**config.mk**
```make
export PLATFORM = sky130hd
export DESIGN_NAME = two_d_parity_encoder_flat
export DESIGN_NICKNAME = d
export VERILOG_FILES = /design/src/hdl/tdpe_pkg.sv /design/src/hdl/tdpe_if.sv /design/src/hdl/tdpe_cell.sv /design/src/hdl/two_d_parity_encoder.sv /design/src/flat_wrapper.sv
export SDC_FILE = /design/constraint.sdc
export NUM_CORES = 2
export LEC_CHECK = 0
export BUFFER_PORTS_ARGS = -buffer_cell sky130_fd_sc_hd__clkbuf_2
export CORE_ASPECT_RATIO = 1.5
export CORE_MARGIN = 2
export CORE_UTILIZATION = 41
export DETAILED_ROUTE_END_ITERATION = 6
export GPL_ROUTABILITY_DRIVEN = 0
export GPL_TIMING_DRIVEN = 0
export MAX_ROUTING_LAYER = met4
export PLACE_DENSITY = 0.64
export SYNTH_ARGS = -nofsm -noshare
export SYNTH_HDL_FRONTEND = slang
export SYNTH_SLANG_ARGS = --single-unit
```
**constraint.sdc**
```tcl
create_clock -name clock -period 7.23 [get_ports clock]
set_input_delay 1.446 -clock clock [delete_from_list [all_inputs] [get_ports clock]]
set_output_delay 1.446 -clock clock [all_outputs]
set_load 0.03 [all_outputs]
```
**src/hdl/tdpe_pkg.sv**
```systemverilog
// shared types and constants of the two-dimensional parity encoder
package tdpe_pkg;

   // fixed field widths of the channels and registers
   localparam int DATA_W     = 32;
   localparam int ROWS_REG_W = 9;
   localparam int COLS_REG_W = 6;
   localparam int CSR_DATA_W = 9;
   localparam int CSR_IDX_W  = 1;

   // parameter defaults
   localparam int COLS_MAX_DEF  = 32;
   localparam int ROWS_MAX_DEF  = 256;
   localparam int WORD_BITS_DEF = 32;

   // register reset values
   localparam logic [ROWS_REG_W-1:0] ROWS_RESET = ROWS_REG_W'(8);
   localparam logic [COLS_REG_W-1:0] COLS_RESET = COLS_REG_W'(8);

   // configuration register indexes
   typedef enum logic [CSR_IDX_W-1:0] {
      CSR_ROWS = 1'b0,
      CSR_COLS = 1'b1
   } csr_reg_type;

   // kind of word on the result channel
   typedef enum logic [1:0] {
      KIND_DATA = 2'd0,
      KIND_ROW  = 2'd1,
      KIND_COL  = 2'd2,
      KIND_ALL  = 2'd3
   } word_kind_type;

   // sequencer states
   typedef enum logic [1:0] {
      ST_DATA,
      ST_ROW,
      ST_COL,
      ST_ALL
   } state_type;

   // control shared by every column cell
   typedef struct packed {
      logic shift;
      logic clear;
   } cell_ctl_type;

endpackage

```
**src/hdl/tdpe_if.sv**
```systemverilog
// request and response channel interfaces of the parity encoder

// data word channel
interface tdpe_req_if;
   import tdpe_pkg::*;

   logic              valid;
   logic              ready;
   logic [DATA_W-1:0] data_word;

   modport source (output valid, output data_word, input ready);
   modport sink   (input valid, input data_word, output ready);
endinterface

// result word channel
interface tdpe_rsp_if;
   import tdpe_pkg::*;

   logic              valid;
   logic              ready;
   logic [DATA_W-1:0] out_word;
   word_kind_type     word_kind;
   logic              last_of_run;

   modport source (output valid, output out_word, output word_kind, output last_of_run,
                   input ready);
   modport sink   (input valid, input out_word, input word_kind, input last_of_run,
                   output ready);
endinterface

```
**src/hdl/tdpe_cell.sv**
```systemverilog
// one column parity cell of the rotating column chain
module tdpe_cell #(
   parameter int WORD_BITS  = tdpe_pkg::WORD_BITS_DEF,
   parameter int COL_IDX_W  = 5,
   parameter int CELL_INDEX = 0
) (
   input  logic                     clock,
   input  tdpe_pkg::cell_ctl_type   ctl,
   input  logic [COL_IDX_W-1:0]     cols_last,
   input  logic [WORD_BITS-1:0]     tail_in,
   input  logic [WORD_BITS-1:0]     next_in,
   output logic [WORD_BITS-1:0]     word_out
);
   import tdpe_pkg::*;

   logic [WORD_BITS-1:0] word_ff;
   logic [WORD_BITS-1:0] word_in;
   logic                 is_tail;

   // the cell at the last column in use takes the updated head word
   assign is_tail = (cols_last == COL_IDX_W'(CELL_INDEX));

   // next value: clear, rotate toward the head, or hold
   always_comb begin
      if (ctl.clear) begin
         word_in = '0;
      end else if (ctl.shift) begin
         word_in = is_tail ? tail_in : next_in;
      end else begin
         word_in = word_ff;
      end
   end

   always_ff @(posedge clock) begin
      word_ff <= word_in;
   end

   assign word_out = word_ff;

endmodule

```
**src/hdl/two_d_parity_encoder.sv**
```systemverilog
// top level of the two-dimensional parity encoder with its column cell chain
//
//  channel  dir  handshake        payload
//  req      in   valid / ready    data_word
//  rsp      out  valid / ready    out_word, word_kind, last_of_run
//  csr      in   csr_we           csr_index, csr_wdata
//
// data words pass through; the last word of a row adds the row parity, and the last
// word of a block also adds the column drain and the overall parity. the chain head
// drains one word per cycle while the single output register is free.
// reset is synchronous and clears the sequencer, accumulators and every column cell.
// rsp.ready low holds the output register and req.ready drops until it is taken.
module two_d_parity_encoder #(
   parameter int COLS_MAX  = tdpe_pkg::COLS_MAX_DEF,
   parameter int ROWS_MAX  = tdpe_pkg::ROWS_MAX_DEF,
   parameter int WORD_BITS = tdpe_pkg::WORD_BITS_DEF
) (
   input  logic                               clock,
   input  logic                               reset,
   tdpe_req_if.sink                           req,
   tdpe_rsp_if.source                         rsp,
   input  logic                               csr_we,
   input  logic [tdpe_pkg::CSR_IDX_W-1:0]     csr_index,
   input  logic [tdpe_pkg::CSR_DATA_W-1:0]    csr_wdata
);
   import tdpe_pkg::*;

   localparam int COL_IDX_W = (COLS_MAX > 1) ? $clog2(COLS_MAX) : 1;
   localparam int ROW_IDX_W = (ROWS_MAX > 1) ? $clog2(ROWS_MAX) : 1;

   // configuration registers
   logic [ROWS_REG_W-1:0] rows_ff, rows_in;
   logic [COLS_REG_W-1:0] cols_ff, cols_in;
   logic [ROW_IDX_W-1:0]  rows_last;
   logic [COL_IDX_W-1:0]  cols_last;

   // sequencer and accumulators
   state_type             state_ff, state_in;
   logic [ROW_IDX_W-1:0]  row_idx_ff, row_idx_in;
   logic [COL_IDX_W-1:0]  col_idx_ff, col_idx_in;
   logic [COL_IDX_W-1:0]  drain_ff, drain_in;
   logic [WORD_BITS-1:0]  row_acc_ff, row_acc_in;
   logic [WORD_BITS-1:0]  corner_ff, corner_in;

   // output register
   logic                  rsp_valid_ff, rsp_valid_in;
   logic [DATA_W-1:0]     rsp_word_ff, rsp_word_in;
   word_kind_type         rsp_kind_ff, rsp_kind_in;
   logic                  rsp_last_ff, rsp_last_in;

   // column chain
   logic [WORD_BITS-1:0]  cell_word [COLS_MAX];
   logic [WORD_BITS-1:0]  tail_word;
   cell_ctl_type          cell_ctl;

   logic [WORD_BITS-1:0]  w;
   logic                  slot_free;
   logic                  load;

   // configuration write
   always_comb begin
      rows_in = rows_ff;
      cols_in = cols_ff;
      if (csr_we) begin
         unique case (csr_reg_type'(csr_index))
            CSR_ROWS: rows_in = csr_wdata[ROWS_REG_W-1:0];
            CSR_COLS: cols_in = csr_wdata[COLS_REG_W-1:0];
            default:  ;
         endcase
      end
   end

   always_ff @(posedge clock) begin
      if (reset) begin
         rows_ff <= ROWS_RESET;
         cols_ff <= COLS_RESET;
      end else begin
         rows_ff <= rows_in;
         cols_ff <= cols_in;
      end
   end

   // last row and column in use, zero acting as one and clamped to the maximum
   always_comb begin
      if (rows_ff == '0) begin
         rows_last = '0;
      end else if (32'(rows_ff) > 32'(ROWS_MAX)) begin
         rows_last = ROW_IDX_W'(ROWS_MAX - 1);
      end else begin
         rows_last = ROW_IDX_W'(rows_ff - 1'b1);
      end
      if (cols_ff == '0) begin
         cols_last = '0;
      end else if (32'(cols_ff) > 32'(COLS_MAX)) begin
         cols_last = COL_IDX_W'(COLS_MAX - 1);
      end else begin
         cols_last = COL_IDX_W'(cols_ff - 1'b1);
      end
   end

   assign w         = WORD_BITS'(req.data_word);
   assign slot_free = !rsp_valid_ff || rsp.ready;

   // sequencer: next state, accumulators and output loads
   always_comb begin
      state_in       = state_ff;
      row_idx_in     = row_idx_ff;
      col_idx_in     = col_idx_ff;
      drain_in       = drain_ff;
      row_acc_in     = row_acc_ff;
      corner_in      = corner_ff;
      load           = 1'b0;
      rsp_word_in    = rsp_word_ff;
      rsp_kind_in    = rsp_kind_ff;
      rsp_last_in    = rsp_last_ff;
      tail_word      = cell_word[0] ^ w;
      cell_ctl.shift = 1'b0;
      cell_ctl.clear = reset || csr_we;
      req.ready      = 1'b0;

      unique case (state_ff)
         ST_DATA: begin
            req.ready = slot_free;
            if (req.valid && slot_free) begin
               load           = 1'b1;
               rsp_word_in    = DATA_W'(w);
               rsp_kind_in    = KIND_DATA;
               rsp_last_in    = (col_idx_ff != cols_last);
               row_acc_in     = row_acc_ff ^ w;
               corner_in      = corner_ff ^ w;
               cell_ctl.shift = 1'b1;
               if (col_idx_ff == cols_last) begin
                  col_idx_in = '0;
                  state_in   = ST_ROW;
               end else begin
                  col_idx_in = col_idx_ff + 1'b1;
               end
            end
         end
         ST_ROW: begin
            if (slot_free) begin
               load        = 1'b1;
               rsp_word_in = DATA_W'(row_acc_ff);
               rsp_kind_in = KIND_ROW;
               rsp_last_in = (row_idx_ff != rows_last);
               row_acc_in  = '0;
               if (row_idx_ff == rows_last) begin
                  row_idx_in = '0;
                  drain_in   = '0;
                  state_in   = ST_COL;
               end else begin
                  row_idx_in = row_idx_ff + 1'b1;
                  state_in   = ST_DATA;
               end
            end
         end
         ST_COL: begin
            // drain the head cell and refill the chain with zeros
            tail_word = '0;
            if (slot_free) begin
               load           = 1'b1;
               rsp_word_in    = DATA_W'(cell_word[0]);
               rsp_kind_in    = KIND_COL;
               rsp_last_in    = 1'b0;
               cell_ctl.shift = 1'b1;
               if (drain_ff == cols_last) begin
                  state_in = ST_ALL;
               end else begin
                  drain_in = drain_ff + 1'b1;
               end
            end
         end
         ST_ALL: begin
            if (slot_free) begin
               load        = 1'b1;
               rsp_word_in = DATA_W'(corner_ff);
               rsp_kind_in = KIND_ALL;
               rsp_last_in = 1'b1;
               corner_in   = '0;
               state_in    = ST_DATA;
            end
         end
         default: state_in = ST_DATA;
      endcase

      // any register write abandons the block in progress
      if (csr_we) begin
         state_in   = ST_DATA;
         row_idx_in = '0;
         col_idx_in = '0;
         drain_in   = '0;
         row_acc_in = '0;
         corner_in  = '0;
      end

      if (load) begin
         rsp_valid_in = 1'b1;
      end else if (rsp.ready) begin
         rsp_valid_in = 1'b0;
      end else begin
         rsp_valid_in = rsp_valid_ff;
      end
   end

   // control registers
   always_ff @(posedge clock) begin
      if (reset) begin
         state_ff     <= ST_DATA;
         row_idx_ff   <= '0;
         col_idx_ff   <= '0;
         drain_ff     <= '0;
         row_acc_ff   <= '0;
         corner_ff    <= '0;
         rsp_valid_ff <= 1'b0;
      end else begin
         state_ff     <= state_in;
         row_idx_ff   <= row_idx_in;
         col_idx_ff   <= col_idx_in;
         drain_ff     <= drain_in;
         row_acc_ff   <= row_acc_in;
         corner_ff    <= corner_in;
         rsp_valid_ff <= rsp_valid_in;
      end
   end

   // output payload register
   always_ff @(posedge clock) begin
      rsp_word_ff <= rsp_word_in;
      rsp_kind_ff <= rsp_kind_in;
      rsp_last_ff <= rsp_last_in;
   end

   assign rsp.valid       = rsp_valid_ff;
   assign rsp.out_word    = rsp_word_ff;
   assign rsp.word_kind   = rsp_kind_ff;
   assign rsp.last_of_run = rsp_last_ff;

   // column chain: cell 0 is the head, words rotate one cell toward it per shift
   for (genvar i = 0; i < COLS_MAX; i++) begin : g_cell
      logic [WORD_BITS-1:0] next_word;
      if (i == COLS_MAX - 1) begin : g_end
         assign next_word = '0;
      end else begin : g_mid
         assign next_word = cell_word[i+1];
      end
      tdpe_cell #(
         .WORD_BITS  (WORD_BITS),
         .COL_IDX_W  (COL_IDX_W),
         .CELL_INDEX (i)
      ) u_cell (
         .clock     (clock),
         .ctl       (cell_ctl),
         .cols_last (cols_last),
         .tail_in   (tail_word),
         .next_in   (next_word),
         .word_out  (cell_word[i])
      );
   end

   // data words are taken only while the sequencer is in the data state
   a_req_in_data: assert property (@(posedge clock) disable iff (reset)
      req.valid && req.ready |-> state_ff == ST_DATA)
      else $error("data transaction accepted outside the data state");

   // the overall parity word always closes its run
   a_all_is_last: assert property (@(posedge clock) disable iff (reset)
      rsp_valid_ff && rsp_kind_ff == KIND_ALL |-> rsp_last_ff)
      else $error("overall parity word without last_of_run");

   // indexes stay within the block size in use
   a_col_in_range: assert property (@(posedge clock) disable iff (reset)
      col_idx_ff <= cols_last)
      else $error("column index beyond last column");

   a_row_in_range: assert property (@(posedge clock) disable iff (reset)
      row_idx_ff <= rows_last)
      else $error("row index beyond last row");

   // the column drain never runs past the last column
   a_drain_in_range: assert property (@(posedge clock) disable iff (reset)
      state_ff == ST_COL |-> drain_ff <= cols_last)
      else $error("column drain beyond last column");

endmodule

```
**src/flat_wrapper.sv**
```systemverilog
// flat-port wrapper written by rule: the top's interface ports become plain ports
module two_d_parity_encoder_flat import tdpe_pkg::*;
#(
   parameter int COLS_MAX  = tdpe_pkg::COLS_MAX_DEF,
   parameter int ROWS_MAX  = tdpe_pkg::ROWS_MAX_DEF,
   parameter int WORD_BITS = tdpe_pkg::WORD_BITS_DEF
)
  (clock, reset, csr_we, csr_index, csr_wdata, req_valid, req_data_word, req_ready, rsp_valid, rsp_out_word, rsp_word_kind, rsp_last_of_run, rsp_ready);
  tdpe_req_if req_i ();
  tdpe_rsp_if rsp_i ();
  input  logic clock;
  input  logic reset;
  input  logic csr_we;
  input  logic [tdpe_pkg::CSR_IDX_W-1:0] csr_index;
  input  logic [tdpe_pkg::CSR_DATA_W-1:0] csr_wdata;
  input wire logic [$bits(req_i.valid)-1:0] req_valid;
  input wire logic [$bits(req_i.data_word)-1:0] req_data_word;
  output wire logic [$bits(req_i.ready)-1:0] req_ready;
  output wire logic [$bits(rsp_i.valid)-1:0] rsp_valid;
  output wire logic [$bits(rsp_i.out_word)-1:0] rsp_out_word;
  output wire logic [$bits(rsp_i.word_kind)-1:0] rsp_word_kind;
  output wire logic [$bits(rsp_i.last_of_run)-1:0] rsp_last_of_run;
  input wire logic [$bits(rsp_i.ready)-1:0] rsp_ready;
  assign req_i.valid = req_valid;
  assign req_i.data_word = req_data_word;
  assign req_ready = req_i.ready;
  assign rsp_valid = rsp_i.valid;
  assign rsp_out_word = rsp_i.out_word;
  assign rsp_word_kind = rsp_i.word_kind;
  assign rsp_last_of_run = rsp_i.last_of_run;
  assign rsp_i.ready = rsp_ready;
  two_d_parity_encoder #(.COLS_MAX(COLS_MAX), .ROWS_MAX(ROWS_MAX), .WORD_BITS(WORD_BITS)) u_core (.clock(clock), .reset(reset), .req(req_i), .rsp(rsp_i), .csr_we(csr_we), .csr_index(csr_index), .csr_wdata(csr_wdata));
endmodule
```
## Word-level counts from Yosys, hierarchy flattened

Index checks and enable logic that the tools add are counted.
Widths: inputs -> output; s select.

- Output and inout bits: 37
- Bits in registers: 1,159
- Input port bits: 47
- Word-level logic and storage cells: 204

- Equality and inequality tests: 47
- Add/sub/neg operators: 5
- $lt $le $gt $ge: 2
- Reductions and logical operators: 23
- Bitwise gates (word level): 4
- Mux-type cells: 79

Operator list:

| operator | number |
|---|---|
| $mux 32 | 40 |
| $pmux 32 s2 | 2 |
| $pmux 32 s4 | 1 |
| $xor 32x32->32 | 3 |
| $eq 5x5->1 const B | 16 |
| $eq 5x4->1 const B | 8 |
| $mux 5 | 7 |
| $mux 8 | 3 |
| $mux 2 | 11 |
| $eq 5x3->1 const B | 4 |
| $pmux 2 s4 | 2 |
| $ne 2x1->1 const B | 7 |
| $add 5x1->5 const B | 2 |
| $eq 5x2->1 const B | 2 |
| $eq 5x5->1 | 2 |
| $pmux 5 s2 | 1 |
| $gt 9x9->1 const B | 1 |
| $logic_not 9->1 | 1 |
| $mux 1 | 9 |
| $add 8x1->8 const B | 1 |
| $eq 8x8->1 | 1 |
| $ne 8x8->1 | 1 |
| $reduce_and 2->1 | 4 |
| $reduce_bool 2->1 | 4 |
| 23 further kinds | 27 |

## Depth between registers and ports, before layout

- Depth in word-level cells: 7
- Mapped depth: 13

## By module

A second synthesis with hierarchy kept.

- Cell total of the unflattened synthesis: 7,603
- Area, all modules: 62,054.5 µm²

By module, submodules not included:

| module | instances | cells each | area an instance (µm²) | seq. area each (µm²) |
|---|---|---|---|---|
| tdpe_cell at u_core.g_cell[10].u_cell ... | 9 | 217 | 1,833.0 | 640.6 |
| tdpe_cell at u_core.g_cell[21].u_cell ... | 6 | 216 | 1,704.1 | 640.6 |
| tdpe_cell at u_core.g_cell[16].u_cell ... | 5 | 217 | 1,699.1 | 640.6 |
| two_d_parity_encoder | 1 | 723 | 6,966.7 | 3,052.9 |
| tdpe_cell at u_core.g_cell[15].u_cell ... | 3 | 216 | 1,640.3 | 640.6 |
| tdpe_cell at u_core.g_cell[13].u_cell ... | 2 | 216 | 1,709.1 | 640.6 |
| tdpe_cell at u_core.g_cell[11].u_cell ... | 2 | 217 | 1,652.8 | 640.6 |
| tdpe_cell at u_core.g_cell[0].u_cell | 1 | 217 | 1,700.4 | 640.6 |
| tdpe_cell at u_core.g_cell[28].u_cell | 1 | 191 | 1,671.6 | 640.6 |
| tdpe_cell at u_core.g_cell[3].u_cell | 1 | 217 | 1,651.6 | 640.6 |
| tdpe_cell at u_core.g_cell[31].u_cell | 1 | 216 | 1,637.8 | 640.6 |
| tdpe_cell at u_core.g_cell[19].u_cell | 1 | 191 | 1,564.0 | 640.6 |

## Least setup slack after synthesis

Ideal clock, no wire load.

- Kind: input port to flip-flop
- From: input rsp_ready
- To: register u_core.rsp_last_ff (netlist: u_core.rsp.last_of_run), enable pin
- Path slack: 3.338 ns
- Data arrival time: 3.443 ns
- Data required time: 6.782 ns
- Setup time: 0.448 ns
- Cell stages on the path: 3
- Cell sequence: nor2b_1 -> clkbuf_1 -> a31oi_1

- Cells in the longest elaborated chain, start to end: 4
- Elaborated cells between the ends (all ways): 7

Ends and longest elaborated chain:

| item | line | source |
|---|---|---|
| start: declaration | flat_wrapper.sv:23 | `input wire logic [$bits(rsp_i.ready)-1:0] rsp_ready;` |
| $logic_or 1x1->1 (*) | two_d_parity_encoder.sv:102 | `assign slot_free = !rsp_valid_ff \|\| rsp.ready;` |
| $logic_and 1x1->1 | two_d_parity_encoder.sv:124 | `if (req.valid && slot_free) begin` |
| $ne 2x1->1 (no line) | - |  |
| $reduce_and 4->1 (no line) (*) | - |  |
| end signal: assignment | two_d_parity_encoder.sv:230 | `rsp_last_ff <= rsp_last_in;` |
| end: declaration | two_d_parity_encoder.sv:49 | `logic rsp_last_ff, rsp_last_in;` |

Mark *: on every way between the ends. The rest lies on a longest branch, timed or not.
A chain may end at the register's enable or synchronous reset.

## Final worst setup path

- From: register u_core.cols_ff[0]
- To: register u_core.g_cell[16].u_cell.word_ff[0]

- Cells in the longest elaborated chain, start to end: 5
- Elaborated cells between the ends (all ways): 7

Ends and longest elaborated chain:

| item | line | source |
|---|---|---|
| start: declaration | two_d_parity_encoder.sv:33 | `logic [COLS_REG_W-1:0] cols_ff, cols_in;` |
| start signal: assignment | two_d_parity_encoder.sv:79 | `cols_ff <= cols_in;` |
| $sub 5x1->5 / $gt 6x6->1 (equally long branches) | two_d_parity_encoder.sv:97, two_d_parity_encoder.sv:94 |  |
| $mux 5 | two_d_parity_encoder.sv:94 | `end else if (32'(cols_ff) > 32'(COLS_MAX)) begin` |
| $mux 5 (*) | two_d_parity_encoder.sv:92 | `if (cols_ff == '0) begin` |
| $eq 5x5->1 (*) | tdpe_cell.sv:21 | `assign is_tail = (cols_last == COL_IDX_W'(CELL_INDEX));` |
| $mux 32 (*) | tdpe_cell.sv:28 | `word_in = is_tail ? tail_in : next_in;` |
| end signal: assignment | tdpe_cell.sv:35 | `word_ff <= word_in;` |
| end: declaration | tdpe_cell.sv:16 | `logic [WORD_BITS-1:0] word_ff;` |

Marks and branches as above.

==> reports/results.ini <==
[floorplanning]
start_util=0.413
coreArea_um2=125000
die_h_um=439
die_w_um=294
row_count=159
fp.dieArea_um2=129000
io_pins=84

[yosys]
synth_edf_count=35
synth_area_leaders=dfxtp_1 44%, a211oi_1 14%, mux2i_1 14%
synth_top_area_cell=dfxtp_1
yosys_warnings=0
synth_most_common_cell=nor2_1
ys_seq_area_frac=0.456
ys.flop_type=dfxtp_1
ys_seq_elements=1159
synth_top_area_share=0.436
syn_area_per_cell_um2=8.98
synthCells=5752
syn_area_um2=51700
synth.distinct_cells=72
synth_nets=5805
synthArstFlopShare=0
synth_common_cells=1410 x nor2_1, 1124 x dfxtp_1, 994 x a211oi_1, 705 x mux2i_1, 534 x clkbuf_1

[detailed_routing]
routed_via_density=5.82
drc_errors=0
num_vias=44500
ant_nets=0
first_pass_iters=6
totalWireLength_mm=187
drt_iter0_drc=3536
post_drt_wl_per_cell_um=24.5

[clock_network]
clock_sinks=1159
cts_buffers=104
cts_buffer_depth=3
hold_buffers=0
cts_setup_buffers=0
clk_latency_ps=750
htreeDepth=3
clk_pin_slew_worst_paths_ps=70
post_cts_resize_count=0
cts_tree=done
root_buffer=clkbuf_16

[power]
ir_worst_vdd_uv=193
power_density_nw_per_um2=254
p_leak_nw=19.2
power_mw=14.6

[cells_and_area]
drive_gt1_frac=0.0649
nets=5994
area_delta_synth_final_pct=11.5

[global_route]
busiest_layer=met2
met3_usage=0.0675
use_met1=0.297
met2_usage=0.487
grt_max_degree=31
grt_pass1_vias=43800
gr-total-overflow=0
grt_usage=0.292
grt_pass1_wl_mm=275
antenna_found_initial=9

[setup_path]
critical_path_arrival_ps=5390
crit_slowest_cell=nand4_1
critical_path_class=reg -> reg
crit_buf_inv=5
slowest_delay_ps=720
crit_fanout=10
cp_common_cell=clkbuf_1
cp_data_required_time_ps=7820
cpLargestDelayFamily=buffers and inverters
crit_chain=clkbuf_1 -> inv_1 -> ha_1 -> clkbuf_1 -> nor3b_1 -> mux2i_1 -> a21oi_1 -> clkbuf_1 -> nand4_1 -> clkbuf_1 -> a211oi_1 -> nor3_1
critPathLaunchType=register
worst_setup_path_end_kind=register

[run_status]
run_status=completed

[sta]
slew_viol_final=0
post-route-period-util=0.663
slew_headroom=0.0251
fin_worst_skew_ps=32.3
finalSetupTns_ps=0
hold_viol=0
max_freq_ghz=0.209
rsz0062_at_grt=false
setup_violations=0
worst_slack_ps=2440
period_minus_slack_ps=4790
tightest_slew_ps=1460

[hold_path]
hold_path.class=reg -> reg

[placement]
dpl.hpwl_mm=138
pre_cts_ws_ps=1350
port_buffers=81

[job]
max-cap-violations=0

final timing paths:
path                                                                   startpoint                                           endpoint  slack (ps)  cells after the start
worst max-delay path                               u_core.cols_ff[0]$_SDFFE_PP0P_  u_core.g_cell[16].u_cell.word_out[0]$_SDFFE_PP0P_        2440                     12
worst min-delay path            u_core.g_cell[4].u_cell.word_out[10]$_SDFFE_PP0P_  u_core.g_cell[4].u_cell.word_out[10]$_SDFFE_PP0P_         490                      2
worst min register to register  u_core.g_cell[4].u_cell.word_out[10]$_SDFFE_PP0P_  u_core.g_cell[4].u_cell.word_out[10]$_SDFFE_PP0P_         490                      2
worst max register to register                     u_core.cols_ff[0]$_SDFFE_PP0P_  u_core.g_cell[16].u_cell.word_out[0]$_SDFFE_PP0P_        2440                     12
metal layers:
| layer | up-vias | part of all wire |
|---|---|---|
| li1 | 20800 | - |
| met1 | 21400 | 0.36 |
| met2 | 1676 | 0.48 |
| met3 | 693 | 0.068 |
| met4 | 0 | 0.088 |
| met5 | - | 0 |
cells by family (layout without fill, tap and decap cells):
family / count (synthesis) / in the layout / synth area share
xor gates and xnor gates: 112 / 112 / 0.0190
and+or+nand+nor: 1997 / 1997 / 0.161
AOI/OAI and AO/OA: 1109 / 1109 / 0.160
buffers and inverters: 628 / 905 / 0.0508
DFF: 1159 / 1159 / 0.456
other: 0 / 13 / 0
muxes: 739 / 739 / 0.151
adders and majority gates: 8 / 8 / 0.00184
layout make-up:
| type | count | area, um2 |
|---|---|---|
| timing repair buffer | 83 | 430 |
| inverter | 16 | 60.1 |
| multi-input combinational | 3965 | 25500 |
| clock buffer | 161 | 3150 |
| antenna | 13 | 32.5 |
| sequential | 1159 | 23600 |
| clock inverter | 33 | 285 |
| buffer | 612 | 2570 |
| tap | 1610 | 2010 |
| fill | 12000 | 67500 |
flip-flops by register name, summed over array words and instances, names as in the netlist, 2 cells and up, named ones only:
signal                         count
u_core.rows_ff                     9
u_core.cols_ff                     6
u_core.rsp.out_word               32
u_core.row_idx_ff                  8
u_core.corner_ff                  32
u_core.drain_ff                    5
u_core.g_cell.u_cell.word_out   1024
u_core.row_acc_ff                 32
u_core.col_idx_ff                  5
u_core.rsp.word_kind               2
tightest hold or removal path: stages (launching register included):
cell and delay (ps):
dfxtp_1 310, nor2_1 90, nor3_1 50
metrics by stage:
| stage | utilization | instance area, um2 | instances | hold WS (ps) |
|---|---|---|---|---|
| floorplan | - | 51700 | 5752 | 463 |
| detailed placement | 0.432 | 54100 | 7444 | 488 |
| finish | 0.460 | 57600 | 7652 | 494 |
| global placement | 0.432 | 54100 | 7443 | 484 |
| global route | 0.460 | 57600 | 7649 | 508 |
| CTS | 0.460 | 57500 | 7638 | 497 |
report_power, final:
part	leakage (nW)	internal [mW]	switching, mW
registers	9.49	6.67	0.169
logic	7.98	0.579	1.53
clock network	1.70	3.08	2.61
total	19.2	10.3	4.31
layout by cell type (no fill, tap or decap), drive strengths merged, types with 23 or more instances in the layout:
cell | Yosys | routed
a211oi | 994 | 994
a21oi | 31 | 31
a22oi | 32 | 32
and2 | 34 | 34
buf | 78 | 80
clkbuf | 534 | 776
clkinv | 0 | 25
dfxtp | 1124 | 1124
edfxtp | 35 | 35
mux2i | 705 | 705
mux4 | 32 | 32
nand2 | 153 | 153
nand3 | 23 | 23
nor2 | 1425 | 1425
nor3 | 299 | 299
xor2 | 103 | 103
Note: power is estimated with default switching activity, not from simulation.
